File: src/hdl/adll_ram.sv
`default_nettype none
// ----------------------------------------------------------------------------
// adll_ram
// Generic single write port, single read port RAM with registered read.
// ----------------------------------------------------------------------------
module adll_ram #(
  parameter int WIDTH = 8,
  parameter int DEPTH = 16
) (
  input  wire logic                     clk,
  input  wire logic                     we,
  input  wire logic [$clog2(DEPTH)-1:0] waddr,
  input  wire logic [WIDTH-1:0]         wdata,
  input  wire logic [$clog2(DEPTH)-1:0] raddr,
  output logic      [WIDTH-1:0]         rdata
);

  logic [WIDTH-1:0] mem [DEPTH];

  // write, then registered read (old data on collision)
  always_ff @(posedge clk) begin
    if (we) begin
      mem[waddr] <= wdata;
    end
    rdata <= mem[raddr];
  end

endmodule
`default_nettype wire
File: config.mk
export PLATFORM = sky130hd
export DESIGN_NAME = adll_ram
export DESIGN_NICKNAME = d
export VERILOG_FILES = /design/src/hdl/adll_ram.sv
export SDC_FILE = /design/constraint.sdc
export NUM_CORES = 1
export LEC_CHECK = 0
export BUFFER_PORTS_ARGS = -buffer_cell sky130_fd_sc_hd__buf_4
export CORE_UTILIZATION = 60
export CTS_CLUSTER_DIAMETER = 120
export DETAILED_ROUTE_END_ITERATION = 8
export PLACE_DENSITY = 0.75
export SYNTH_ARGS = -nofsm -noshare
export SYNTH_HDL_FRONTEND = slang
export SYNTH_SLANG_ARGS = --single-unit
File: constraint.sdc
create_clock -name clk -period 1.9 [get_ports clk]
set_input_delay 0.19 -clock clk [delete_from_list [all_inputs] [get_ports clk]]
set_output_delay 0.19 -clock clk [all_outputs]
set_load 0.01 [all_outputs]
; Word-level counts from Yosys, hierarchy flattened
; Memory sizes are Yosys's and may differ from the RTL's. A register that Yosys moved wholly into a read port is not among the register bits.
; Cells that the tools add are included.
[totals]
reg_bits = 0
ramBits = 128
input_bits = 18
output_inout_bits = 8
elab_cells = 3
memories = 1
[op_classes]
muxes = 2
[mem_list]
columns = name, depth, width, read_ports, rd_clocked_by_memory_dff, write_ports, line
row1 = mem, 16, 8, 1, 1, 1, 18  ; logic [WIDTH-1:0] mem [DEPTH];
[ops]
columns = op, count
row1 = 1-bit 2-to-1 mux, 2

; Depth between registers and ports, before layout
[logic_depth]
word_depth = 2
depth_mapped = 5
ltp_nobuf = 3

; Worst setup path before layout
; OpenSTA, ideal clock, no wires.
[synth_path]
path_kind = input-to-reg
startpoint = in waddr[2]
endpoint = mem mem[0][0] (enable)
arrival_ps = 1300
slack_ps = 217
stages = 2
cell_sequence = or3b_2 > nor3_1
[synth_rtl]
columns = element, line
row1 = "start, declared", 12  ; input wire logic [$clog2(DEPTH)-1:0] waddr,
row2 = "end, declared", 18
; No word-level cell before the write port.

==> results summary <==
Setup repair after global routing left no endpoint under its margin. The startpoint identified for the worst register-to-register timing path is mem[12][0]$_DFFE_PP_. The worst endpoint required time is 2.29 ns. The tree is rooted in a sky130_fd_sc_hd__clkbuf_8. The worst clock skew on the final layout is 0.00755 ns. The tightest min-delay check is of the in2reg type. Along the worst path, the maximum fanout reaches 1. The largest buffer count on any clock path is 2. The number of diodes added for antenna fixing came out at 0. The layout-stage area growth over the synthesis result came out at 20.6%. The reg2reg setup slack is 0.53 ns. In this run the most critical hold path is launched from waddr[0]. Dividing the final minimum period by the clock period gives 72.2%. The number of hold violations in the final report came out at 0. The number of buffers added by the clock tree synthesis step came out at 17.

The vias after detailed routing came out at 2534. The leakage power came out at 2.14 nW. The initial antenna violation count came out at 0.

The worst pin sits at a relative slew slack of 66.1%. The fraction of final layout cells sized beyond drive strength 1 is 30.3%. The top cell types in the final layout, fill and taps aside, are sky130_fd_sc_hd__edfxtp_1 (128), sky130_fd_sc_hd__buf_4 (43), sky130_fd_sc_hd__mux4_2 (18). The library cell used most frequently in the layout, excluding fill and tap cells, is sky130_fd_sc_hd__edfxtp_1. The die height came out at 94.6 um.

The classification of the worst setup path is reg2reg. The endpoint identified for the worst register-to-register timing path is rdata[0]$_DFF_P_. The boundary pin count is 26. The share of the core filled with cells in the final layout came out at 75.2%.

By area the synthesized netlist is led by sky130_fd_sc_hd__edfxtp_1 (75%), sky130_fd_sc_hd__mux4_2 (7.9%), sky130_fd_sc_hd__mux4_1 (7.1%). Power spread over the standard cell area amounts to 1110 mW/mm2. The signal on the critical path passes through mux4_2 > a22oi_1 > nand2_1. The slew at the pin closest to its max-slew limit came out at 0.506 ns. Gates resized during post-CTS repair numbered 0. The average detailed-routed wire length per instance is 24.4 um.

The leftover overflow at the end of global routing is 0. The depth of the CTS H-tree is 4. Clock latency on the worst-skew pair, taken at its later pin, is 0.52 ns. The average cell area after synthesis came out at 22.5 um2. The post-synthesis cell type count is 19.

The summed instance area of the synthesized netlist is 0.00515 mm2. In this run the worst setup path terminates at rdata[0]$_DFF_P_. The number of fillers in the final layout is 456. The number of synthesized register bits came out at 136. The capturing element type of the critical path is a flip-flop. The count of routing violations after the opening detailed-route iteration is 196.

The flow ran to the end, and the final reports show no timing, DRC or antenna violations. The area of the multi-input gates is 0.00106 mm2. The shortest period the worst path allows is 1.37 ns.

The setup TNS is 0 ns. The floorplan row count is 33. The CTS tree is built. The die covers 0.00895 mm2.

The global-route wire length before repair came out at 14.9 mm. The clock sink total is 136. For the worst setup path, the data arrival time is 1.76 ns.

The max-slew violation count came to 0. The width of the die is 94.6 um. The worst voltage drop across the vdd grid is 0.550 mV. The count of buffers added by post-CTS timing repair for setup came out at 0. The number of routed nets with antenna violations is 0.

The synthesized net count is 247. The largest single stage delay on the critical path is 0.50 ns. The final number of setup-violating endpoints came out at 0. The detailed-router iteration count before antenna repair came out at 4.

The library cell with the largest summed area after synthesis is sky130_fd_sc_hd__edfxtp_1. Input and output buffers added on the ports amount to 25. The number of maximum-capacitance violations came out at 0.

The remaining routing DRC violations is 0. The area of the core region is 0.00826 mm2. The yosys synthesis warning count is 0.

The share of synthesized area in the top cell type comes to 74.7%. The first element of the critical path is mem[12][0]$_DFFE_PP_. The area occupied by registers came out at 0.00400 mm2. Detailed placement finished with a half-perimeter wire length of 5.85 mm. The cell count after synthesis came out at 229. The maximum clock frequency came out at 729 MHz. Entering global routing, the biggest net connects 33 pins. Among all stages on the critical path, the largest delay is contributed by sky130_fd_sc_hd__mux4_2.

The starting density of the core came out at 62.3%. The via count of the first global-routing pass is 2597. Sequential cells were found to cover 77.8% of the synthesized design area. The detail-routed via count per cell came out at 6.20. The clock transition at the registers of the reported paths is 0.06 ns. The depth of the worst register-to-register path is 3.

The number of hold buffers added after cts came out at 8. The kind of launch point of the worst setup path is a flip-flop. After the last flow step, the layout net total stands at 309. The overall routing resource usage is 25.2%. The final weighted congestion in routability-driven placement is 0.710. The final layout contains routed wiring with a total length of 9.96 mm.
[critical path, delay by kind of cell, from the launching register on]
family           cells  cell delay [ns]
AND/OR/NAND/NOR      1             0.11
multiplexers         1             0.50
flip-flops           1             0.41
AO/OA/AOI/OAI        1             0.23
[logic make-up after synthesis]
| family | count (synthesis) | share of synthesized area [%] |
|---|---|---|
| compound gates | 16 | 2.33 |
| buf+inv | 10 | 1.68 |
| flops | 136 | 77.8 |
| mux | 32 | 15.0 |
| simple gates | 35 | 3.18 |
[stage by stage]
stage               setup slack [ns]  hold slack, ns  power, mW  cell area, um2  cells
global placement               0.210           0.493       3.76            5560    369
floorplan                      0.217           0.289       3.61            5150    229
global route                   0.494           0.172       7.10            6210    409
finish                         0.528           0.188       6.90            6210    409
CTS                            0.506           0.163       6.94            6210    409
detailed placement             0.202           0.511       3.78            5560    369
[flip-flops by register name, indices dropped and copies added, names as in the netlist]
register,cells
rdata,8
mem,128
[worst min-delay path by stage]
| stage | end | slack (ns) | depth (start not counted) |
|---|---|---|---|
| detailed placement | mem[8][5]$_DFFE_PP_ | 0.51 | 1 |
| global placement | mem[9][5]$_DFFE_PP_ | 0.49 | 1 |
| finish | mem[8][5]$_DFFE_PP_ | 0.19 | 3 |
| CTS | mem[8][1]$_DFFE_PP_ | 0.16 | 3 |
| floorplan | mem[0][0]$_DFFE_PP_ | 0.29 | 0 |
| global route | mem[8][7]$_DFFE_PP_ | 0.17 | 3 |
[Yosys cell counts]
library cell,instances
sky130_fd_sc_hd__edfxtp_1,128
sky130_fd_sc_hd__mux4_2,18
sky130_fd_sc_hd__a22oi_1,16
sky130_fd_sc_hd__mux4_1,14
sky130_fd_sc_hd__nor2_1,13
sky130_fd_sc_hd__nand2_1,9
sky130_fd_sc_hd__dfxtp_1,8
sky130_fd_sc_hd__nor3_1,4
sky130_fd_sc_hd__buf_2,3
sky130_fd_sc_hd__buf_6,3
sky130_fd_sc_hd__clkdlybuf4s25_2,3
sky130_fd_sc_hd__nand2b_1,2
sky130_fd_sc_hd__nand3b_1,2
sky130_fd_sc_hd__and2_1,1
sky130_fd_sc_hd__and2b_1,1
sky130_fd_sc_hd__buf_4,1
sky130_fd_sc_hd__nand3_1,1
sky130_fd_sc_hd__nor2b_1,1
sky130_fd_sc_hd__or3b_2,1
[area by class of cell]
| cell class | count | share of cell area (%) |
|---|---|---|
| Multi-Input combinational cell | 83 | 17.0 |
| Tap cell | 105 | 2.12 |
| Clock inverter | 14 | 2.52 |
| Timing Repair Buffer | 53 | 7.13 |
| Sequential cell | 136 | 64.5 |
| Clock buffer | 18 | 6.73 |
[report_power, final]
group	internal [mW]	switching [mW]
logic	0.168	0.183
registers	3.35	0.0248
clock network	1.98	1.19
[per-layer routing]
metal | track usage, % | share of wire (%) | up-vias | routed length [um]
met4 | 8.59 | 1.3 | 0 | 132
met3 | 8.78 | 7.3 | 12 | 724
met5 | 0 | 0 | - | 0
met2 | 39.0 | 50 | 125 | 4970
li1 | - | - | 1095 | -
met1 | 33.6 | 41 | 1302 | 4130
No activity file was read; power rests on OpenSTA's default activity.
